## config.mk

```make
export PLATFORM = sky130hd
export DESIGN_NAME = sprite_line_run_length_encoder
export DESIGN_NICKNAME = d
export VERILOG_FILES = /design/src/hdl/slrle_pkg.sv /design/src/hdl/slrle_plan.sv /design/src/hdl/slrle_emit.sv /design/src/hdl/sprite_line_run_length_encoder.sv
export SDC_FILE = /design/constraint.sdc
export NUM_CORES = 1
export LEC_CHECK = 0
export ABC_CLOCK_PERIOD_IN_PS = 7500
export BUFFER_PORTS_ARGS = -buffer_cell sky130_fd_sc_hd__buf_2
export CORE_MARGIN = 4
export CORE_UTILIZATION = 40
export DETAILED_ROUTE_END_ITERATION = 8
export PLACE_DENSITY = 0.53
export SLEW_MARGIN = 10
export SYNTH_ARGS = -nofsm -noshare
export SYNTH_HDL_FRONTEND = slang
export SYNTH_SLANG_ARGS = --single-unit
```

## constraint.sdc

```tcl
create_clock -name clk -period 7.5 [get_ports clk]
set_input_delay 0.375 -clock clk [delete_from_list [all_inputs] [get_ports clk]]
set_output_delay 0.375 -clock clk [all_outputs]
set_load 0.005 [all_outputs]
```

## src/hdl/slrle_pkg.sv

```systemverilog
// ----------------------------------------------------------------------------
// slrle_pkg
// shared types, codes and constants of the sprite line run-length encoder
// ----------------------------------------------------------------------------
`default_nettype none

package slrle_pkg;

  localparam int unsigned DEF_MAX_WIDTH  = 1024;
  localparam int unsigned DEF_MAX_HEIGHT = 1024;

  localparam int unsigned PIXEL_W = 16;
  localparam int unsigned WORD_W  = 16;
  localparam int unsigned OFS_W   = 12;
  localparam int unsigned REG_W   = 11;
  localparam int unsigned ADDR_W  = 2;
  localparam int unsigned NSLOT   = 6;

  localparam logic [ADDR_W-1:0] REG_LINE_WIDTH   = 2'd0;
  localparam logic [ADDR_W-1:0] REG_IMAGE_HEIGHT = 2'd1;

  localparam logic [REG_W-1:0] RST_LINE_WIDTH   = 11'd1024;
  localparam logic [REG_W-1:0] RST_IMAGE_HEIGHT = 11'd1024;

  localparam logic [WORD_W-1:0]  MARK_ZERO   = 16'h00C0;
  localparam logic [WORD_W-1:0]  MARK_WHITE  = 16'h00C1;
  localparam logic [WORD_W-1:0]  MARK_LIT    = 16'h00C2;
  localparam logic [PIXEL_W-1:0] WHITE_PIXEL = 16'hFFFF;

  // slot positions inside one planned group of results
  localparam int unsigned SLOT_PREV_MARK = 0;
  localparam int unsigned SLOT_PREV_LEN  = 1;
  localparam int unsigned SLOT_LITERAL   = 2;
  localparam int unsigned SLOT_CUR_MARK  = 3;
  localparam int unsigned SLOT_CUR_LEN   = 4;
  localparam int unsigned SLOT_HEADER    = 5;

  typedef enum logic [1:0] {
    KIND_NONE  = 2'd0,
    KIND_ZERO  = 2'd1,
    KIND_WHITE = 2'd2,
    KIND_LIT   = 2'd3
  } kind_t;

  typedef struct packed {
    logic [WORD_W-1:0] word;
    logic [OFS_W-1:0]  offset;
    logic              line_end;
    logic              image_end;
  } slot_t;

  typedef struct packed {
    logic [NSLOT-1:0]        mask;
    slot_t [NSLOT-1:0]       slots;
  } plan_t;

  function automatic logic [WORD_W-1:0] mark_of(input kind_t k);
    logic [WORD_W-1:0] m;
    unique case (k)
      KIND_ZERO:  m = MARK_ZERO;
      KIND_WHITE: m = MARK_WHITE;
      default:    m = MARK_LIT;
    endcase
    return m;
  endfunction

  function automatic kind_t kind_of(input logic [PIXEL_W-1:0] px);
    kind_t k;
    if (px == '0) begin
      k = KIND_ZERO;
    end else if (px == WHITE_PIXEL) begin
      k = KIND_WHITE;
    end else begin
      k = KIND_LIT;
    end
    return k;
  endfunction

endpackage

`default_nettype wire

```

## src/hdl/slrle_plan.sv

```systemverilog
// ----------------------------------------------------------------------------
// slrle_plan
// input register, run state and planning of the results of one pixel
// ----------------------------------------------------------------------------
`default_nettype none

module slrle_plan
  import slrle_pkg::*;
#(
  parameter int unsigned MAX_WIDTH  = DEF_MAX_WIDTH,
  parameter int unsigned MAX_HEIGHT = DEF_MAX_HEIGHT
) (
  input  wire logic               clk,
  input  wire logic               rst,
  input  wire logic               cfg_wen,
  input  wire logic [ADDR_W-1:0]  cfg_addr,
  input  wire logic [REG_W-1:0]   cfg_wdata,
  input  wire logic               in_valid,
  output logic                    in_ready,
  input  wire logic [PIXEL_W-1:0] in_pixel,
  input  wire logic               can_load,
  output logic                    load,
  output plan_t                   plan
);

  localparam int unsigned COL_W  = (MAX_WIDTH > 1) ? $clog2(MAX_WIDTH) : 1;
  localparam int unsigned ROW_W  = (MAX_HEIGHT > 1) ? $clog2(MAX_HEIGHT) : 1;
  localparam int unsigned WD_W   = ($clog2(MAX_WIDTH + 1) > REG_W) ?
                                   $clog2(MAX_WIDTH + 1) : REG_W;
  localparam int unsigned HD_W   = ($clog2(MAX_HEIGHT + 1) > REG_W) ?
                                   $clog2(MAX_HEIGHT + 1) : REG_W;
  localparam int unsigned RL_W   = $clog2(MAX_WIDTH + 1);
  localparam int unsigned RS_W   = $clog2(3 * MAX_WIDTH + 4);

  logic [REG_W-1:0]   line_width;
  logic [REG_W-1:0]   image_height;
  logic               pix_valid;
  logic [PIXEL_W-1:0] pix;
  kind_t              run_kind;
  logic [RS_W-1:0]    run_start;
  logic [RL_W-1:0]    run_length;
  logic [COL_W-1:0]   column;
  logic [ROW_W-1:0]   row;

  kind_t              run_kind_next;
  logic [RS_W-1:0]    run_start_next;
  logic [RL_W-1:0]    run_length_next;
  logic [COL_W-1:0]   column_next;
  logic [ROW_W-1:0]   row_next;

  logic [WD_W-1:0]    w_eff;
  logic [HD_W-1:0]    h_eff;
  kind_t              kind;
  logic               close_prev;
  logic [RS_W-1:0]    rs1;
  logic [RL_W-1:0]    rl2;
  logic [RL_W-1:0]    rl3;
  logic [RS_W-1:0]    rs2;
  logic               line_done;
  logic               last_line;

  assign load     = pix_valid && can_load;
  assign in_ready = !pix_valid || can_load;

  // effective dimensions: zero reads as one, saturated at the maximum
  always_comb begin
    if (line_width == '0) begin
      w_eff = WD_W'(1);
    end else if (WD_W'(line_width) > WD_W'(MAX_WIDTH)) begin
      w_eff = WD_W'(MAX_WIDTH);
    end else begin
      w_eff = WD_W'(line_width);
    end
    if (image_height == '0) begin
      h_eff = HD_W'(1);
    end else if (HD_W'(image_height) > HD_W'(MAX_HEIGHT)) begin
      h_eff = HD_W'(MAX_HEIGHT);
    end else begin
      h_eff = HD_W'(image_height);
    end
  end

  always_comb begin
    kind       = kind_of(pix);
    close_prev = (run_kind != KIND_NONE) && (run_kind != kind);
    rs1        = run_start;
    if (close_prev) begin
      rs1 = run_start + RS_W'(2) +
            ((run_kind == KIND_LIT) ? RS_W'(run_length) : RS_W'(0));
    end
    rl2 = (close_prev || run_kind == KIND_NONE) ? '0 : run_length;
    rl3 = rl2 + RL_W'(1);
    rs2 = rs1 + RS_W'(2) + ((kind == KIND_LIT) ? RS_W'(rl3) : RS_W'(0));
    line_done = (WD_W'(column) + WD_W'(1)) >= w_eff;
    last_line = (HD_W'(row) + HD_W'(1)) >= h_eff;

    plan.mask = '0;
    plan.slots = '0;

    plan.mask[SLOT_PREV_MARK]                = close_prev;
    plan.slots[SLOT_PREV_MARK].word          = mark_of(run_kind);
    plan.slots[SLOT_PREV_MARK].offset        = OFS_W'(run_start);
    plan.mask[SLOT_PREV_LEN]                 = close_prev;
    plan.slots[SLOT_PREV_LEN].word           = WORD_W'(run_length);
    plan.slots[SLOT_PREV_LEN].offset         = OFS_W'(run_start + RS_W'(1));

    plan.mask[SLOT_LITERAL]                  = (kind == KIND_LIT);
    plan.slots[SLOT_LITERAL].word            = pix;
    plan.slots[SLOT_LITERAL].offset          = OFS_W'(rs1 + RS_W'(2) + RS_W'(rl2));

    plan.mask[SLOT_CUR_MARK]                 = line_done;
    plan.slots[SLOT_CUR_MARK].word           = mark_of(kind);
    plan.slots[SLOT_CUR_MARK].offset         = OFS_W'(rs1);
    plan.mask[SLOT_CUR_LEN]                  = line_done;
    plan.slots[SLOT_CUR_LEN].word            = WORD_W'(rl3);
    plan.slots[SLOT_CUR_LEN].offset          = OFS_W'(rs1 + RS_W'(1));

    plan.mask[SLOT_HEADER]                   = line_done;
    plan.slots[SLOT_HEADER].word             = WORD_W'(rs2 - RS_W'(1));
    plan.slots[SLOT_HEADER].offset           = '0;
    plan.slots[SLOT_HEADER].line_end         = 1'b1;
    plan.slots[SLOT_HEADER].image_end        = last_line;

    if (line_done) begin
      run_kind_next   = KIND_NONE;
      run_start_next  = RS_W'(1);
      run_length_next = '0;
      column_next     = '0;
      row_next        = last_line ? '0 : row + ROW_W'(1);
    end else begin
      run_kind_next   = kind;
      run_start_next  = rs1;
      run_length_next = rl3;
      column_next     = column + COL_W'(1);
      row_next        = row;
    end
  end

  always_ff @(posedge clk) begin
    if (rst) begin
      line_width   <= RST_LINE_WIDTH;
      image_height <= RST_IMAGE_HEIGHT;
      pix_valid    <= 1'b0;
      run_kind     <= KIND_NONE;
      run_start    <= RS_W'(1);
      run_length   <= '0;
      column       <= '0;
      row          <= '0;
    end else begin
      if (cfg_wen) begin
        unique case (cfg_addr)
          REG_LINE_WIDTH:   line_width   <= cfg_wdata;
          REG_IMAGE_HEIGHT: image_height <= cfg_wdata;
          default:          ;
        endcase
      end
      if (in_valid && in_ready) begin
        pix_valid <= 1'b1;
      end else if (load) begin
        pix_valid <= 1'b0;
      end
      if (load) begin
        run_kind   <= run_kind_next;
        run_start  <= run_start_next;
        run_length <= run_length_next;
        column     <= column_next;
        row        <= row_next;
      end
    end
  end

  always_ff @(posedge clk) begin
    if (in_valid && in_ready) begin
      pix <= in_pixel;
    end
  end

endmodule

`default_nettype wire

```

## src/hdl/slrle_emit.sv

```systemverilog
// ----------------------------------------------------------------------------
// slrle_emit
// one-pixel result buffer, output register; one result per cycle while ready
// ----------------------------------------------------------------------------
`default_nettype none

module slrle_emit
  import slrle_pkg::*;
(
  input  wire logic  clk,
  input  wire logic  rst,
  input  wire logic  load,
  input  wire plan_t plan,
  output logic       can_load,
  output logic       out_valid,
  input  wire logic  out_ready,
  output slot_t      out_slot,
  output logic       out_last
);

  logic [NSLOT-1:0]  pend;
  slot_t [NSLOT-1:0] slots;
  logic [NSLOT-1:0]  low;
  logic [NSLOT-1:0]  rest;
  logic              move;
  slot_t             sel;

  always_comb begin
    low  = pend & (~pend + NSLOT'(1));
    rest = pend & ~low;
    move = (pend != '0) && (!out_valid || out_ready);
    sel  = '0;
    for (int i = 0; i < NSLOT; i++) begin
      if (low[i]) begin
        sel = slots[i];
      end
    end
    can_load = move ? (rest == '0) : (pend == '0);
  end

  always_ff @(posedge clk) begin
    if (rst) begin
      pend      <= '0;
      out_valid <= 1'b0;
    end else begin
      if (load) begin
        pend <= plan.mask;
      end else if (move) begin
        pend <= rest;
      end
      if (move) begin
        out_valid <= 1'b1;
      end else if (out_ready) begin
        out_valid <= 1'b0;
      end
    end
  end

  always_ff @(posedge clk) begin
    if (load) begin
      slots <= plan.slots;
    end
    if (move) begin
      out_slot <= sel;
      out_last <= (rest == '0);
    end
  end

endmodule

`default_nettype wire

```

## src/hdl/sprite_line_run_length_encoder.sv

```systemverilog
// ----------------------------------------------------------------------------
// sprite_line_run_length_encoder
// encodes 16-bit raster pixels into per-line runs with word offsets
// ----------------------------------------------------------------------------
// usage:
//   pixels enter on the s_axis channel, one pixel per request, raster order.
//   encoded words leave on the m_axis channel, one word per request, each with
//   its offset in the encoded line; tlast marks the line header word,
//   tuser[0] the header of the last image line, tuser[1] the last word that
//   a pixel causes.
//   line_width (index 0) and image_height (index 1) are to be written through
//   the cfg port while the block is idle; the block does not enforce this.
//   a pixel is registered in the input register when it is accepted, its
//   results are then planned into the result buffer and from there passed
//   one at a time to the output register.
//   throughput: while the receiver is ready the output register delivers one
//   word per cycle; a pixel causing at most one word keeps one pixel per cycle,
//   more words (at most six) hold the input until the last reaches the output.
//   reset returns both registers to 1024 and empties run and line state.
//   when the receiver stalls, the output word holds, the result buffer fills
//   and s_axis_tready drops once the registered pixel cannot be planned.
// ----------------------------------------------------------------------------
`default_nettype none

module sprite_line_run_length_encoder
  import slrle_pkg::*;
#(
  parameter int unsigned MAX_WIDTH  = DEF_MAX_WIDTH,
  parameter int unsigned MAX_HEIGHT = DEF_MAX_HEIGHT
) (
  input  wire logic               clk,
  input  wire logic               rst,
  input  wire logic               cfg_wen,
  input  wire logic [ADDR_W-1:0]  cfg_addr,
  input  wire logic [REG_W-1:0]   cfg_wdata,
  input  wire logic               s_axis_tvalid,
  output logic                    s_axis_tready,
  input  wire logic [PIXEL_W-1:0] s_axis_tdata,   // pixel
  output logic                    m_axis_tvalid,
  input  wire logic               m_axis_tready,
  output logic [31:0]             m_axis_tdata,   // word, offset, zero fill
  output logic                    m_axis_tlast,
  output logic [1:0]              m_axis_tuser    // image_end, last_of_item
);

  logic  can_load;
  logic  load;
  plan_t plan;
  slot_t out_slot;
  logic  out_last;

  slrle_plan #(
    .MAX_WIDTH  (MAX_WIDTH),
    .MAX_HEIGHT (MAX_HEIGHT)
  ) u_plan (
    .clk       (clk),
    .rst       (rst),
    .cfg_wen   (cfg_wen),
    .cfg_addr  (cfg_addr),
    .cfg_wdata (cfg_wdata),
    .in_valid  (s_axis_tvalid),
    .in_ready  (s_axis_tready),
    .in_pixel  (s_axis_tdata),
    .can_load  (can_load),
    .load      (load),
    .plan      (plan)
  );

  slrle_emit u_emit (
    .clk       (clk),
    .rst       (rst),
    .load      (load),
    .plan      (plan),
    .can_load  (can_load),
    .out_valid (m_axis_tvalid),
    .out_ready (m_axis_tready),
    .out_slot  (out_slot),
    .out_last  (out_last)
  );

  assign m_axis_tdata = {4'b0000, out_slot.offset, out_slot.word};
  assign m_axis_tlast = out_slot.line_end;
  assign m_axis_tuser = {out_last, out_slot.image_end};

endmodule

`default_nettype wire

```

==> impl_metrics.tcl <==
set metrics [dict create \
    ctsResizeCount 0 \
    hold_violations 0 \
    synth_seq_cells 238 \
    path_cells "nor4_1, nand4_1, xnor2_1, nand2_1, nor2_1, buf_4, and2_1, ha_1, nand3_1, and2_1, o21a_1, and2_1, ha_1, a21boi_1, o21a_1, or3_1, a2111oi_0, nand2_1, nor3_1, nand3_1, xnor2_1" \
    worstPathMaxFanout 19 \
    netlist.area_leader.share_pct 40.3 \
    whs_path_depth 1 \
    seqPwrFrac_pct 47.1 \
    cp_slowest_cell "a2111oi_0" \
    clk-insertion-delay-late_ns 0.54 \
    wl_um 29700 \
    ir_worst_vdd_uv 128 \
    gr-usage-all-layers_pct 17.5 \
    yosys-top-cells-area "edfxtp_1 (40%), dfxtp_1 (12%), ha_1 (7.7%), xnor2_1 (3.7%), a22oi_1 (3.3%)" \
    pwr-share-clk_pct 45.6 \
    syn_area_um2 12200 \
    cp-end-kind "flip-flop" \
    drcViolationCount 0 \
    slew_headroom_pct 28.3 \
    arrival_ns 5.82 \
    grt_max_degree 76 \
    postRouteAntennaNets 0 \
    multi_input_area_um2 5470 \
    postSynthCellCount 1101 \
    core_area_um2 29800 \
    final-setup-viol-count 0 \
    synth_edf_count 163 \
    first_global_vias 8389 \
    seq_area_frac_synth_pct 52.6 \
    use_met1_pct 24.2 \
    start_util_pct 40.8 \
    critPathMaxStageDelay_ns 0.54 \
    synth.distinct_cells 67 \
    antenna_found_initial 0 \
    critPathKind "reg2reg" \
    crit_required_ns 7.79 \
    rows 63 \
    firstDrtPassIters 5 \
    hold_start "s_axis_tdata[11]" \
    cp_top_family "simple AND/OR/NAND/NOR gates" \
    tns_ns 0 \
    hpwlAfterDp_um 20600 \
    die-area_um2 33200 \
    die_x_um 182 \
    use_met3_pct 2.31 \
    portBuffers 66 \
    min_period_over_period_pct 73.7 \
    nFillCells 2746 \
    clk_path_buf_depth 3 \
    avgSynthCellArea_um2 11.0 \
    cts_buffers 27 \
    grt_overflow 0 \
    synthTopCellsByCount "edfxtp_1 (163), nor2_1 (97), nand2_1 (94)" \
    power.density_nw_per_um2 227 \
    die_h_um 182 \
    net-switching-power_uw 713 \
    io_pins 71 \
    grt_use_met2_pct 28.9 \
    maxCapViolations 0 \
    cts.sinks 238 \
    clock.fmax_ghz 0.181 \
    synth_ff_type "edfxtp_1" \
    swShare_pct 22.4 \
    drt-initial-drc-count 431 \
    synth_area_leader_cell "edfxtp_1" \
    synth-async-reset-ratio_pct 0 \
    synth.most_common_cell "edfxtp_1" \
    dr_total_vias 8433 \
    cp.buffers_inverters 1 \
    power_uw 3180 \
    syn2layout_area_growth_pct 15.3 \
    worst-path-stages 21 \
    place.gp.congestion 0.882 \
    path_clk_slew_ns 0.06 \
    cp-start-kind "flip-flop" \
    hp-class "in2reg" \
    final_layout_size_suffix_gt1_share_pct 12.3 \
    skew_ns 0.0194 \
    cts_tree "done" \
    hold_end "u_plan.pix[11]$_DFFE_PP_" \
    leakagePower_uw 0.00569 \
    rsz0062_at_grt "false" \
    timing.final.crit_period_ns 5.53 \
    grt_first_pass_wirelength_um 46500 \
    wl_per_cell_um 18.7 \
    p_comb_share_pct 7.3 \
    via_per_inst 5.30 \
    antenna_cells 0 \
    p_int_uw 2460 \
    reg2reg_to "u_emit.slots[174]$_DFFE_PP_" \
    status "finished, final reports clean" \
    grt.busiest_layer "met2" \
    cts_root_buf "clkbuf_16" \
    r2r-start "u_plan.pix[5]$_DFFE_PP_" \
    r2r_setup_slack_ns 1.97 \
    htree_levels 1 \
    r2r_cells 21 \
    placed_cells 1528 \
    register_area_um2 6400 \
    slew_viol_final 0 \
    nNetsFinal 1291 \
    worst_pin_slew_ns 1.07 \
    cp_common_cell "and2_1" \
    synth_warnings 0 \
    stdcell_count 1590 \
]
cells in the final DEF, fill, tap and decap left out, types with 8 or more instances in the layout:
cell type	instances
a21o_1	16
a21oi_1	54
a221o_1	12
a22oi_1	53
and2_1	30
and3_1	24
buf_2	65
buf_4	15
clkbuf_16	27
dfxtp_1	75
dlygate4sd3_1	12
edfxtp_1	163
ha_1	75
inv_1	32
mux2_2	8
mux2i_1	21
nand2_1	94
nand3_1	26
nand3b_1	16
nand4_1	8
nor2_1	95
nor3_1	13
nor4_1	11
o21a_1	10
o21ai_0	50
xnor2_1	52
xor2_1	35
power groups by stage:
| stage | registers (uW) | clock network, uW | logic (uW) |
|---|---|---|---|
| finish | 1490 | 1450 | 233 |
| global route | 1500 | 1540 | 259 |
| CTS | 1490 | 1490 | 237 |
| detailed placement | 1520 | 0 | 231 |
| global placement | 1520 | 0 | 230 |
| floorplan | 1520 | 0 | 146 |
worst reg2reg max path: stages, from the launching register on:
cell,delay [ns]
edfxtp_1,0.41
nor4_1,0.35
nand4_1,0.26
xnor2_1,0.30
nand2_1,0.08
nor2_1,0.09
buf_4,0.22
and2_1,0.23
ha_1,0.29
nand3_1,0.16
and2_1,0.19
o21a_1,0.19
and2_1,0.17
ha_1,0.34
a21boi_1,0.16
o21a_1,0.20
or3_1,0.32
a2111oi_0,0.54
nand2_1,0.19
nor3_1,0.24
nand3_1,0.18
xnor2_1,0.17
metal layers:
| metal | up-vias | part of all wire (%) |
|---|---|---|
| met2 | 164 | 47 |
| li1 | 4189 | - |
| met5 | - | 0 |
| met3 | 44 | 4.0 |
| met1 | 4036 | 47 |
| met4 | 0 | 2.7 |
final cells by class:
type	instances	share of cell area, %
clock buffer	33	5.05
clock inverter	17	1.88
inverter	34	0.928
multi-input combinational	786	39.0
sequential	238	45.6
tap	390	3.48
timing repair buffer	92	3.98
metrics by stage:
stage / utilization [%] / area (um2) / hold slack [ns] / setup WS, ns
5_1_grt: 47.0 / 14000 / 0.00696 / 1.52
4_1_cts: 47.0 / 14000 / 0.000335 / 1.90
3_5_place_dp: 43.4 / 12900 / 0.464 / 1.92
6_report: 47.0 / 14000 / 0.0201 / 1.97
2_1_floorplan: - / 12200 / 0.436 / 2.01
3_3_place_gp: 43.4 / 12900 / 0.458 / 2.06
repair_timing:
| item | in CTS | in global routing |
|---|---|---|
| buffers inserted | 0 | 0 |
| endpoints found under the hold margin | 12 | 0 |
| hold buffers | 12 | 0 |
cells by family (layout without fill, tap and decap cells):
family                     count (synthesis)  count (layout)  share of synthesized area, %
buffers and inverters                     80             176                          2.70
and+or+nand+nor                          352             352                          14.4
adders and majority gates                 79              79                          8.30
xor gates and xnor gates                  90              90                          6.76
other                                      1               4                        0.0308
AOI/OAI and AO/OA                        231             231                          12.6
DFF                                      238             238                          52.6
muxes                                     30              30                          2.59
flip-flops by register name, indices dropped and copies added, names as in the netlist:
signal	flops
u_plan.run_kind	2
u_emit.out_last	1
u_plan.run_length	11
u_plan.image_height	11
u_emit.slots	116
u_plan.row	10
u_emit.out_slot	30
u_emit.out_valid	1
u_plan.pix_valid	1
u_plan.run_start	12
u_plan.line_width	11
u_emit.pend	6
u_plan.pix	16
u_plan.column	10
worst max-delay path by stage:
stage / startpoint / to / slack, ns
after global placement: u_plan.pix[13]$_DFFE_PP_ / u_emit.slots[174]$_DFFE_PP_ / 2.06
final: u_plan.pix[5]$_DFFE_PP_ / u_emit.slots[174]$_DFFE_PP_ / 1.97
after global routing: u_plan.pix[13]$_DFFE_PP_ / u_emit.slots[174]$_DFFE_PP_ / 1.52
after floorplan: u_emit.pend[0]$_SDFFE_PP0P_ / u_plan.column[2]$_SDFFE_PP0P_ / 2.01
after CTS: u_plan.pix[13]$_DFFE_PP_ / u_emit.slots[174]$_DFFE_PP_ / 1.90
after detailed placement: u_plan.pix[13]$_DFFE_PP_ / u_emit.slots[174]$_DFFE_PP_ / 1.92
Power figures use the tool's default switching activity.
